`config.mk`:
```
export PLATFORM = sky130hd
export DESIGN_NAME = temperature_history_averager
export DESIGN_NICKNAME = d
export VERILOG_FILES = /design/src/rtl/tha_pkg.sv /design/src/rtl/temperature_history_averager.sv /design/src/rtl/tha_div.sv
export SDC_FILE = /design/constraint.sdc
export NUM_CORES = 2
export LEC_CHECK = 0
export BUFFER_PORTS_ARGS = -buffer_cell sky130_fd_sc_hd__buf_4
export CAP_MARGIN = 20
export CORE_AREA = 4 4 602 604
export DETAILED_ROUTE_END_ITERATION = 12
export DIE_AREA = 0 0 606 608
export PLACE_DENSITY = 0.52
export SETUP_SLACK_MARGIN = 0.05
export SKIP_CTS_REPAIR_TIMING = 1
export SKIP_LAST_GASP = 1
export SYNTH_ARGS = -nofsm -noshare
export SYNTH_HDL_FRONTEND = slang
export SYNTH_HIERARCHICAL = 1
export SYNTH_SLANG_ARGS = --single-unit
export TNS_END_PERCENT = 5
```
`constraint.sdc`:
```
create_clock -name i_clk -period 7.1 [get_ports i_clk]
set_clock_uncertainty 0.05 [all_clocks]
set_input_delay 0.355 -clock i_clk [delete_from_list [all_inputs] [get_ports i_clk]]
set_output_delay 0.355 -clock i_clk [all_outputs]
set_load 0.01 [all_outputs]
```
`src/rtl/tha_pkg.sv`:
```
// ----------------------------------------------------------------------------
// tha_pkg: shared types and constants of the temperature history averager
// Field widths, conversion constants, display mode decode and sequencer states.
// ----------------------------------------------------------------------------
package tha_pkg;

    // default ring depths
    localparam int unsigned HOUR_DEPTH_DEF = 168;
    localparam int unsigned WEEK_DEPTH_DEF = 52;

    // field widths
    localparam int unsigned TEMP_W  = 15;
    localparam int unsigned VALUE_W = 17;
    localparam int unsigned MODE_W  = 4;
    localparam int unsigned UNIT_W  = 2;
    // width of 9*c + 16000 for any 15-bit c
    localparam int unsigned CONV_W  = 20;

    // unit conversion constants, hundredths
    localparam int unsigned KELVIN_OFS = 27315;
    localparam int unsigned FAHR_OFS   = 16000;
    localparam int unsigned FAHR_DIV   = 5;
    localparam int unsigned N_UNITS    = 3;

    typedef enum logic [UNIT_W-1:0] {
        UNIT_C = 2'd0,
        UNIT_F = 2'd1,
        UNIT_K = 2'd2
    } t_unit;

    typedef enum logic [1:0] {
        PER_CURRENT = 2'd0,
        PER_WEEK    = 2'd1,
        PER_YEAR    = 2'd2
    } t_period;

    typedef struct packed {
        logic    ok;
        t_period period;
        t_unit   unit;
    } t_mode;

    typedef enum logic [2:0] {
        S_IDLE,
        S_REC,
        S_PUSH,
        S_MEAN,
        S_CONV,
        S_FDIV,
        S_OUT
    } t_state;

    // mode = 3*period + unit, codes past the last period are unused
    function automatic t_mode decode_mode(input logic [MODE_W-1:0] m);
        t_mode d;
        d.ok     = 1'b1;
        d.period = PER_CURRENT;
        d.unit   = UNIT_C;
        if (m < MODE_W'(N_UNITS)) begin
            d.unit = t_unit'(m[UNIT_W-1:0]);
        end else if (m < MODE_W'(2 * N_UNITS)) begin
            d.period = PER_WEEK;
            d.unit   = t_unit'(UNIT_W'(m - MODE_W'(N_UNITS)));
        end else if (m < MODE_W'(3 * N_UNITS)) begin
            d.period = PER_YEAR;
            d.unit   = t_unit'(UNIT_W'(m - MODE_W'(2 * N_UNITS)));
        end else begin
            d.ok = 1'b0;
        end
        return d;
    endfunction

endpackage

```
`src/rtl/temperature_history_averager.sv`:
```
// ----------------------------------------------------------------------------
// temperature_history_averager: hourly / weekly temperature history
// Record words fill an hourly ring with a running sum; every full set of
// HOUR_DEPTH readings pushes the hourly mean into a weekly ring. Show words
// return the current, weekly or yearly value in C, F or K hundredths.
// A record word updates the hourly ring and, when it completes a set, divides
// the hourly sum for the weekly mean; a show word divides for a nonempty mean,
// converts the unit, divides again for Fahrenheit and loads the output word.
// One word is in work at a time; divider width DIV_W = 23 at default depths.
// Reset: synchronous, clears positions, fills, sums and display mode; the
// ring memories are not cleared, unwritten entries are never used.
// ----------------------------------------------------------------------------
module temperature_history_averager #(
    parameter int unsigned HOUR_DEPTH = tha_pkg::HOUR_DEPTH_DEF,
    parameter int unsigned WEEK_DEPTH = tha_pkg::WEEK_DEPTH_DEF
) (
    input  logic                                i_clk,
    input  logic                                i_rst_n,
    // configuration
    input  logic                                i_cfg_valid,
    output logic                                o_cfg_ready,
    input  logic [tha_pkg::MODE_W-1:0]          i_cfg_display_mode,
    // input words
    input  logic                                i_in_valid,
    output logic                                o_in_ready,
    input  logic                                i_op,
    input  logic signed [tha_pkg::TEMP_W-1:0]   i_temp_centi,
    // result words
    output logic                                o_out_valid,
    input  logic                                i_out_ready,
    output logic signed [tha_pkg::VALUE_W-1:0]  o_value_centi,
    output logic [tha_pkg::UNIT_W-1:0]          o_unit_code
);

    localparam int unsigned TW    = tha_pkg::TEMP_W;
    localparam int unsigned VW    = tha_pkg::VALUE_W;
    localparam int unsigned CW    = tha_pkg::CONV_W;
    localparam int unsigned HP_W  = $clog2(HOUR_DEPTH);
    localparam int unsigned HF_W  = $clog2(HOUR_DEPTH + 1);
    localparam int unsigned HS_W  = TW + HF_W;
    localparam int unsigned WP_W  = $clog2(WEEK_DEPTH);
    localparam int unsigned WF_W  = $clog2(WEEK_DEPTH + 1);
    localparam int unsigned WS_W  = TW + WF_W;
    localparam int unsigned DIV_A = (HS_W > WS_W) ? HS_W : WS_W;
    localparam int unsigned DIV_W = (DIV_A > CW) ? DIV_A : CW;
    localparam int unsigned DEN_A = (HF_W > WF_W) ? HF_W : WF_W;
    localparam int unsigned DEN_W = (DEN_A > 3) ? DEN_A : 3;

    tha_pkg::t_state r_state, n_state;

    logic [tha_pkg::MODE_W-1:0] r_mode;
    tha_pkg::t_mode             w_mode;

    logic signed [TW-1:0]   r_temp;
    logic signed [TW-1:0]   r_c;
    tha_pkg::t_unit         r_res_unit;
    logic signed [VW-1:0]   r_res;

    logic [HP_W-1:0]        r_hour_pos;
    logic [HF_W-1:0]        r_hour_fill;
    logic signed [HS_W-1:0] r_hour_sum;
    logic [HP_W-1:0]        r_hsp;
    logic [WP_W-1:0]        r_week_pos;
    logic [WF_W-1:0]        r_week_fill;
    logic signed [WS_W-1:0] r_week_sum;

    logic signed [TW-1:0]   r_hour_mem [HOUR_DEPTH];
    logic signed [TW-1:0]   r_week_mem [WEEK_DEPTH];
    logic signed [TW-1:0]   r_hour_rd;
    logic signed [TW-1:0]   r_week_rd;

    logic                    r_div_start;
    logic signed [DIV_W-1:0] r_div_num;
    logic [DEN_W-1:0]        r_div_den;
    logic                    w_div_done;
    logic signed [DIV_W-1:0] w_div_quot;
    logic signed [TW-1:0]    w_mean;

    logic                    r_out_valid;
    logic signed [VW-1:0]    r_out_value;
    tha_pkg::t_unit          r_out_unit;

    logic                    w_in_acc;
    logic                    w_out_free;
    logic                    w_hour_full;
    logic                    w_week_full;
    logic                    w_push_due;
    logic                    w_mean_empty;
    logic                    w_hour_we;
    logic                    w_week_we;
    logic                    w_out_ld;
    logic signed [HS_W-1:0]  n_hour_sum;
    logic signed [WS_W-1:0]  n_week_sum;
    logic signed [CW-1:0]    w_c_ext;
    logic signed [CW-1:0]    w_fahr_num;

    // shared status
    always_comb begin
        w_mode       = tha_pkg::decode_mode(r_mode);
        w_in_acc     = i_in_valid && o_in_ready;
        w_out_free   = !r_out_valid || i_out_ready;
        w_hour_full  = (r_hour_fill == HF_W'(HOUR_DEPTH));
        w_week_full  = (r_week_fill == WF_W'(WEEK_DEPTH));
        w_push_due   = (r_hsp == HP_W'(HOUR_DEPTH - 1));
        w_mean_empty = (w_mode.period == tha_pkg::PER_WEEK) ? (r_hour_fill == '0)
                                                             : (r_week_fill == '0);
        w_mean       = w_div_quot[TW-1:0];
        n_hour_sum   = r_hour_sum + HS_W'(r_temp)
                       - (w_hour_full ? HS_W'(r_hour_rd) : HS_W'(0));
        n_week_sum   = r_week_sum + WS_W'(w_mean)
                       - (w_week_full ? WS_W'(r_week_rd) : WS_W'(0));
        w_c_ext      = CW'(r_c);
        w_fahr_num   = (w_c_ext <<< 3) + w_c_ext + CW'(tha_pkg::FAHR_OFS);
    end

    // next state
    always_comb begin
        n_state = r_state;
        case (r_state)
            tha_pkg::S_IDLE: begin
                if (w_in_acc) begin
                    if (!i_op) begin
                        n_state = tha_pkg::S_REC;
                    end else if (!w_mode.ok) begin
                        n_state = tha_pkg::S_OUT;
                    end else if (w_mode.period == tha_pkg::PER_CURRENT || w_mean_empty) begin
                        n_state = tha_pkg::S_CONV;
                    end else begin
                        n_state = tha_pkg::S_MEAN;
                    end
                end
            end
            tha_pkg::S_REC: begin
                n_state = w_push_due ? tha_pkg::S_PUSH : tha_pkg::S_IDLE;
            end
            tha_pkg::S_PUSH: begin
                if (w_div_done) begin
                    n_state = tha_pkg::S_IDLE;
                end
            end
            tha_pkg::S_MEAN: begin
                if (w_div_done) begin
                    n_state = tha_pkg::S_CONV;
                end
            end
            tha_pkg::S_CONV: begin
                n_state = (r_res_unit == tha_pkg::UNIT_F) ? tha_pkg::S_FDIV : tha_pkg::S_OUT;
            end
            tha_pkg::S_FDIV: begin
                if (w_div_done) begin
                    n_state = tha_pkg::S_OUT;
                end
            end
            tha_pkg::S_OUT: begin
                if (w_out_free) begin
                    n_state = tha_pkg::S_IDLE;
                end
            end
            default: n_state = tha_pkg::S_IDLE;
        endcase
    end

    // state outputs
    always_comb begin
        o_in_ready = (r_state == tha_pkg::S_IDLE);
        w_hour_we  = (r_state == tha_pkg::S_REC);
        w_week_we  = (r_state == tha_pkg::S_PUSH) && w_div_done;
        w_out_ld   = (r_state == tha_pkg::S_OUT) && w_out_free;
    end

    // state and control registers
    always_ff @(posedge i_clk) begin
        if (!i_rst_n) begin
            r_state     <= tha_pkg::S_IDLE;
            r_mode      <= '0;
            r_hour_pos  <= '0;
            r_hour_fill <= '0;
            r_hour_sum  <= '0;
            r_hsp       <= '0;
            r_week_pos  <= '0;
            r_week_fill <= '0;
            r_week_sum  <= '0;
            r_div_start <= 1'b0;
            r_out_valid <= 1'b0;
        end else begin
            r_state     <= n_state;
            r_div_start <= (r_state == tha_pkg::S_IDLE && n_state == tha_pkg::S_MEAN)
                        || (r_state == tha_pkg::S_REC  && n_state == tha_pkg::S_PUSH)
                        || (r_state == tha_pkg::S_CONV && n_state == tha_pkg::S_FDIV);
            if (i_cfg_valid && o_cfg_ready) begin
                r_mode <= i_cfg_display_mode;
            end
            // hourly ring bookkeeping
            if (w_hour_we) begin
                r_hour_sum <= n_hour_sum;
                r_hour_pos <= (r_hour_pos == HP_W'(HOUR_DEPTH - 1)) ? '0
                                                                    : r_hour_pos + HP_W'(1);
                if (!w_hour_full) begin
                    r_hour_fill <= r_hour_fill + HF_W'(1);
                end
                r_hsp <= w_push_due ? '0 : r_hsp + HP_W'(1);
            end
            // weekly ring bookkeeping
            if (w_week_we) begin
                r_week_sum <= n_week_sum;
                r_week_pos <= (r_week_pos == WP_W'(WEEK_DEPTH - 1)) ? '0
                                                                    : r_week_pos + WP_W'(1);
                if (!w_week_full) begin
                    r_week_fill <= r_week_fill + WF_W'(1);
                end
            end
            // output register
            if (w_out_ld) begin
                r_out_valid <= 1'b1;
            end else if (i_out_ready) begin
                r_out_valid <= 1'b0;
            end
        end
    end

    // payload registers
    always_ff @(posedge i_clk) begin
        case (r_state)
            tha_pkg::S_IDLE: begin
                if (w_in_acc) begin
                    r_temp     <= i_temp_centi;
                    r_c        <= (w_mode.period == tha_pkg::PER_CURRENT) ? i_temp_centi
                                                                         : '0;
                    r_res_unit <= w_mode.ok ? w_mode.unit : tha_pkg::UNIT_C;
                    r_res      <= '0;
                    if (w_mode.period == tha_pkg::PER_WEEK) begin
                        r_div_num <= DIV_W'(r_hour_sum);
                        r_div_den <= DEN_W'(r_hour_fill);
                    end else begin
                        r_div_num <= DIV_W'(r_week_sum);
                        r_div_den <= DEN_W'(r_week_fill);
                    end
                end
            end
            tha_pkg::S_REC: begin
                r_div_num <= DIV_W'(n_hour_sum);
                r_div_den <= DEN_W'(HOUR_DEPTH);
            end
            tha_pkg::S_MEAN: begin
                if (w_div_done) begin
                    r_c <= w_mean;
                end
            end
            tha_pkg::S_CONV: begin
                r_div_num <= DIV_W'(w_fahr_num);
                r_div_den <= DEN_W'(tha_pkg::FAHR_DIV);
                if (r_res_unit == tha_pkg::UNIT_K) begin
                    r_res <= VW'(r_c) + VW'(tha_pkg::KELVIN_OFS);
                end else begin
                    r_res <= VW'(r_c);
                end
            end
            tha_pkg::S_FDIV: begin
                if (w_div_done) begin
                    r_res <= w_div_quot[VW-1:0];
                end
            end
            default: begin
            end
        endcase
        if (w_out_ld) begin
            r_out_value <= r_res;
            r_out_unit  <= r_res_unit;
        end
    end

    // hourly ring memory, read port follows the write position
    always_ff @(posedge i_clk) begin
        if (w_hour_we) begin
            r_hour_mem[r_hour_pos] <= r_temp;
        end
        r_hour_rd <= r_hour_mem[r_hour_pos];
    end

    // weekly ring memory
    always_ff @(posedge i_clk) begin
        if (w_week_we) begin
            r_week_mem[r_week_pos] <= w_mean;
        end
        r_week_rd <= r_week_mem[r_week_pos];
    end

    // shared serial divider for means and the Fahrenheit scaling
    tha_div #(
        .NUM_W (DIV_W),
        .DEN_W (DEN_W)
    ) u_div (
        .i_clk   (i_clk),
        .i_rst_n (i_rst_n),
        .i_start (r_div_start),
        .i_num   (r_div_num),
        .i_den   (r_div_den),
        .o_done  (w_div_done),
        .o_quot  (w_div_quot)
    );

    assign o_cfg_ready   = 1'b1;
    assign o_out_valid   = r_out_valid;
    assign o_value_centi = r_out_value;
    assign o_unit_code   = r_out_unit;

    // divider finishes only while a state waits on it
    a_div_done_state: assert property (@(posedge i_clk) disable iff (!i_rst_n)
        w_div_done |-> (r_state == tha_pkg::S_PUSH || r_state == tha_pkg::S_MEAN
                        || r_state == tha_pkg::S_FDIV))
        else $error("divider done outside a waiting state");

    // fills never pass their ring depths
    a_fill_bound: assert property (@(posedge i_clk) disable iff (!i_rst_n)
        (r_hour_fill <= HF_W'(HOUR_DEPTH)) && (r_week_fill <= WF_W'(WEEK_DEPTH)))
        else $error("ring fill out of range");

    // a push happens only with a reading that leaves the hourly ring full
    a_push_full: assert property (@(posedge i_clk) disable iff (!i_rst_n)
        (r_state == tha_pkg::S_REC && w_push_due) |-> (r_hour_fill >= HF_W'(HOUR_DEPTH - 1)))
        else $error("weekly push before the hourly ring filled");

    // a record word always goes to the ring update next
    a_rec_next: assert property (@(posedge i_clk) disable iff (!i_rst_n)
        (w_in_acc && !i_op) |=> (r_state == tha_pkg::S_REC))
        else $error("record word not followed by ring update");

endmodule

```
`src/rtl/tha_div.sv`:
```
// ----------------------------------------------------------------------------
// tha_div: bit-serial signed divider
// Restoring division of a signed dividend by an unsigned nonzero divisor,
// one quotient bit per cycle, truncating toward zero.
// ----------------------------------------------------------------------------
module tha_div #(
    parameter int unsigned NUM_W = 23,
    parameter int unsigned DEN_W = 8
) (
    input  logic                    i_clk,
    input  logic                    i_rst_n,
    input  logic                    i_start,
    input  logic signed [NUM_W-1:0] i_num,
    input  logic        [DEN_W-1:0] i_den,
    output logic                    o_done,
    output logic signed [NUM_W-1:0] o_quot
);

    localparam int unsigned CNT_W = (NUM_W > 2) ? $clog2(NUM_W) : 1;

    logic             r_busy;
    logic             r_done;
    logic [CNT_W-1:0] r_cnt;
    logic [NUM_W-1:0] r_acc;
    logic [DEN_W-1:0] r_rem;
    logic [DEN_W-1:0] r_den;
    logic             r_neg;

    logic [DEN_W:0]   w_rem_sh;
    logic             w_ge;
    logic [DEN_W:0]   w_rem_sub;
    logic             w_last;

    // one restoring step: shift in the next dividend bit, try to subtract
    always_comb begin
        w_rem_sh  = {r_rem, r_acc[NUM_W-1]};
        w_ge      = (w_rem_sh >= {1'b0, r_den});
        w_rem_sub = w_rem_sh - {1'b0, r_den};
        w_last    = (r_cnt == CNT_W'(NUM_W - 1));
    end

    // control
    always_ff @(posedge i_clk) begin
        if (!i_rst_n) begin
            r_busy <= 1'b0;
            r_done <= 1'b0;
            r_cnt  <= '0;
        end else begin
            r_done <= r_busy && w_last;
            if (i_start) begin
                r_busy <= 1'b1;
                r_cnt  <= '0;
            end else if (r_busy) begin
                r_cnt <= r_cnt + CNT_W'(1);
                if (w_last) begin
                    r_busy <= 1'b0;
                end
            end
        end
    end

    // dividend / quotient shift register and partial remainder
    always_ff @(posedge i_clk) begin
        if (i_start) begin
            r_neg <= i_num[NUM_W-1];
            r_acc <= i_num[NUM_W-1] ? $unsigned(-i_num) : $unsigned(i_num);
            r_rem <= '0;
            r_den <= i_den;
        end else if (r_busy) begin
            r_acc <= {r_acc[NUM_W-2:0], w_ge};
            r_rem <= w_ge ? w_rem_sub[DEN_W-1:0] : w_rem_sh[DEN_W-1:0];
        end
    end

    assign o_done = r_done;
    assign o_quot = r_neg ? -$signed(r_acc) : $signed(r_acc);

endmodule

```
# == Yosys cells after proc, flatten, opt, wreduce, memory -nomap -nowiden ==
# Memory sizes are Yosys's and may differ from the RTL's. A register that Yosys moved wholly into a read port is not among the register bits.
# Index checks and enable logic that the tools add are counted.
# word_totals
reg_bits,235
ram_bits,3300
input_bits,25
output_inout_bits,22
elab_cells,153
n_memories,2
# memory_table
memory,words,word_bits,rd,rd_clocked_by_memory_dff,wr,line,text
r_hour_mem,168,15,1,1,1,temperature_history_averager.sv:67,logic signed [TW-1:0] r_hour_mem [HOUR_DEPTH];
r_week_mem,52,15,1,1,1,temperature_history_averager.sv:68,logic signed [TW-1:0] r_week_mem [WEEK_DEPTH];
# classes
add_sub_neg,18
n_lt_le_gt_ge,4
n_eq_ne,21
n_mux,51
bitwise_logic,3
n_reduce_logical,28
# op_table
cell,n
23-bit two-way mux,6
23-bit case mux with 3 select lines,1
17-bit two-way mux,4
17-bit case mux with 3 select lines,1
15-bit two-way mux,3
8-bit two-way mux,5
15-bit case mux with 2 select lines,1
3-bit two-way mux,9
"8-bit by 1-bit adder with 8-bit output, second input constant",3
"8-bit == test, second input constant",3
8-bit case mux with 3 select lines,1
23-bit by 15-bit adder with 23-bit output,1
23-bit negation,1
23-bit subtractor,1
21-bit by 15-bit adder with 21-bit output,1
21-bit two-way mux,1
3-bit case mux with 7 select lines,1
21-bit subtractor,1
"19-bit by 15-bit adder with 20-bit output, second input constant",1
18-bit by 15-bit adder with 19-bit output,1
"15-bit by 16-bit adder with 17-bit output, second input constant",1
17-bit negation,1
"6-bit by 1-bit adder with 6-bit output, second input constant",2
"3-bit by 2-bit == test with 1-bit output, second input constant",4
other kinds (31),71

# == Depth between registers and ports, before layout ==
# logic_depth
word_depth,16
depth_mapped,20
depth_no_buf,18

# == Cells and area by module ==
# Netlist, hierarchy kept.
# modules_own_cells
module,n_inst,cells_per_inst,area_each_um2,seq_area_each_um2
temperature_history_averager,1,7170,139248.6,104450.2
tha_div,1,337,3124.2,1261.2

# == Worst setup path after synthesis ==
# No wires, ideal clock.
# synth_timing
path_type,register -> register
start,reg r_temp[14]
end,"reg r_div_num[22], data pin"
setup_ps,274
arrival_ps,5987
required_ps,6776
path_slack_ps,788
path_stages_with_launch,13
path_buffers,0
synth_period_minus_slack_ps,6312
cell_sequence,edfxtp_1 -> inv_1 -> fa_1 -> inv_1 -> ha_1 -> and2_1 -> a221oi_1 -> o221ai_1 -> mux2i_1 -> a211o_1 -> a21oi_1 -> xor2_1 -> o221ai_1
# synth_between
elab_chain_len,3
# synth_rtl
element,line,text
"start, declared",temperature_history_averager.sv:54,logic signed [TW-1:0] r_temp;
"start signal, assigned",temperature_history_averager.sv:226,r_temp <= i_temp_centi;
23-bit by 15-bit adder with 23-bit output,temperature_history_averager.sv:108,n_hour_sum = r_hour_sum + HS_W'(r_temp)
23-bit subtractor,temperature_history_averager.sv:109,- (w_hour_full ? HS_W'(r_hour_rd) : HS_W'(0));
23-bit case mux with 3 select lines,temperature_history_averager.sv:223,case (r_state)
"end signal, assigned",temperature_history_averager.sv:232,r_div_num <= DIV_W'(r_hour_sum);
"end signal, assigned",temperature_history_averager.sv:235,r_div_num <= DIV_W'(r_week_sum);
"end signal, assigned",temperature_history_averager.sv:241,r_div_num <= DIV_W'(n_hour_sum);
"end, declared",temperature_history_averager.sv:73,logic signed [DIV_W-1:0] r_div_num;
# Every way passes these cells.
# A chain may end at the register's enable or synchronous reset.

# == Final worst setup path ==
# layout_timing
start,reg r_hour_fill[0]
end,"reg r_div_num[22], data pin"
# layout_between
elab_chain_len,4
# layout_rtl
element,line,text
"start, declared",temperature_history_averager.sv:60,logic [HF_W-1:0] r_hour_fill;
"start signal, assigned",temperature_history_averager.sv:199,r_hour_fill <= r_hour_fill + HF_W'(1);
8-bit == test,temperature_history_averager.sv:102,w_hour_full = (r_hour_fill == HF_W'(HOUR_DEPTH));
23-bit two-way mux,temperature_history_averager.sv:109,
23-bit subtractor,temperature_history_averager.sv:109,
23-bit case mux with 3 select lines,temperature_history_averager.sv:223,
# Every way passes these cells.

==> metrics.txt <==
Worst Hold Class=in -> reg; CTS buffer count=379; Pleak=51.0 nW; Slew Viols, Final=0; VDD IR max=0.188 mV; placed cell count=12300; Sw Share=22.5%; Mean Syn Cell Area=19.0 sq um; Total GRT Usage=20.8%; min Tclk post-route=5.63 ns; Die Y=608 um; clock latency on the worst-skew pair=0.93 ns; Synth Warn #=6; H-tree levels=5; status=finished clean; gpl congestion=0.848; Final Hold Viols=0; r2r startpoint=r_hour_fill[0]; TritonCTS clock tree=built; Logic pwr share=6.9%; Tot Pwr=46.1 mW; DP Wirelength=230 mm; syn nets=7660; Hold Path Origin=i_rst_n; CP Capture Type=flip-flop; Die X=606 um; Starting Density=39.8%; Relative slew margins=9.05%; Final Cell Area=162000 sq um; Via Count=74300; Worst Setup Slack, final=1.47 ns; grt total ovfl=0; Placed Area=150000 sq um; fin cells=13000; DRT Wirelength=391 mm; GR Util met1=30.7%; Layout Area Growth over Synthesis=14.2%; CP startpoint kind=flip-flop; Worst EP arrival=6.18 ns; clk slew on worst S/H paths=0.06 ns; Clk network pwr share=41.8%; R2R cell count=17; DRT antenna net count=0; Gate Count Post-Synth=7493; Final setup viols=0; mapped cell area=142000 sq um; Final Core Density=45.4%; worst hold stages=2; Total Nets Final=8087; Worst Hold Slack=0.104 ns; FP Rows=220; Top Usage Layer GRT=met2; Clk Tree Root Cell=clkbuf_16; critical path type=reg -> reg; CTS Buffer Depth=4; Max Cap Viol=0; Cell Int Power=35.7 mW; post-DR wirelength/cell=30.0 um; number of DRC markers after the initial detailed-route iteration=8488; # port buffers=45; CP startpoint=r_hour_fill[0]; Die ar.=368000 sq um; first-pass GRT wire length=559 mm; initial antenna violation count=18; unrepaired setup endpoints after global routing=false; fraction of layout instances using a drive strength above 1=22.3%; Slew @ Worst Pin=1.36 ns; critical path peak fanout=18; # IOs=47; vias in the first global route=74600; GR Util met2=32.5%; Post-Place Setup Slack=1.65 ns; Fmax=178 MHz; met3 GRT Util=3.00%; Pwr Density=284 nW/um^2; drt pass-1 iters=7; P_sw=10.4 mW; Core ar.=358000 sq um; filler cell count in the final layout=30400; DRC Markers=0; pin count of the biggest net entering global routing=170; Seq pwr share=51.3%; Tcrit/Tclk final=79.2%; Critical Path RT=7.66 ns; setup TNS=0 ns; Via density=5.71; # clock sinks=3565
per-layer routing:
| layer | up-vias | wire (um) |
|---|---|---|
| met1 | 39800 | 172000 |
| li1 | 31300 | - |
| met4 | 0 | 11100 |
| met2 | 2674 | 182000 |
| met5 | - | 0 |
| met3 | 575 | 25100 |
layout by cell type, fill, tap and decap left out, types with 28 or more instances in the layout:
cell type	n
a21oi_1	243
ha_1	98
mux4_2	740
a21boi_0	29
clkinv_1	87
and2_1	61
a22o_1	55
nand3_1	69
fa_1	44
buf_4	408
clkinv_2	66
inv_1	235
o221ai_1	28
o21ai_0	144
a22oi_1	160
mux2_2	74
a221oi_1	117
o22ai_1	62
edfxtp_1	3431
nor2b_1	43
clkbuf_16	386
nor2_1	431
clkbuf_1	79
nand2_1	240
dfxtp_1	125
xnor2_1	68
bufinv_16	29
xor2_1	56
mux2i_1	123
worst max-delay path: stages (launching register included):
cell      delay (ns)
dfxtp_1         0.33
inv_1           0.11
ha_1            0.17
nor4b_1         0.39
and4_1          0.78
nand2_1         0.16
inv_1           0.33
fa_1            0.49
inv_1           0.07
ha_1            0.29
and2_1          0.22
a221oi_1        0.66
o221ai_1        0.31
mux2i_1         0.18
a211o_1         0.23
a21oi_1         0.24
xor2_1          0.17
o221ai_1        0.13
registers in the layout (all words and copies together) (netlist names), 17 cells and up:
name / flops
r_week_sum: 21
u_div/r_acc: 23
r_res: 17
o_value_centi: 17
r_hour_mem: 2520
r_div_num: 23
r_hour_sum: 23
r_week_mem: 780
final timing paths:
path | to | slack [ns]
setup reg to reg | r_div_num[22] | 1.47
hold reg to reg | o_value_centi[12] | 0.36
hold / removal | o_out_valid | 0.10
setup / recovery | r_div_num[22] | 1.47
final cells by class:
type | count | area, sq um | area share (%)
antenna | 7 | 17.5 | 0.0108
clock buffer | 470 | 10000 | 6.17
clock inverter | 227 | 2030 | 1.25
inverter | 237 | 890 | 0.548
multi-input combinational | 3278 | 34000 | 20.9
sequential | 3565 | 106000 | 65.1
tap | 4773 | 5970 | 3.68
timing repair buffer | 459 | 3810 | 2.35
power groups by stage:
stage / Sequential [mW] / Clock, mW / Combinational (mW)
final: 23.7 / 19.3 / 3.19
after global routing: 23.7 / 20.6 / 3.47
after CTS: 23.7 / 19.7 / 3.19
after detailed placement: 24.1 / 0 / 3.18
after global placement: 24.1 / 0 / 3.13
after floorplan: 24.3 / 0 / 1.95
No activity file was read; power rests on OpenSTA's default activity.
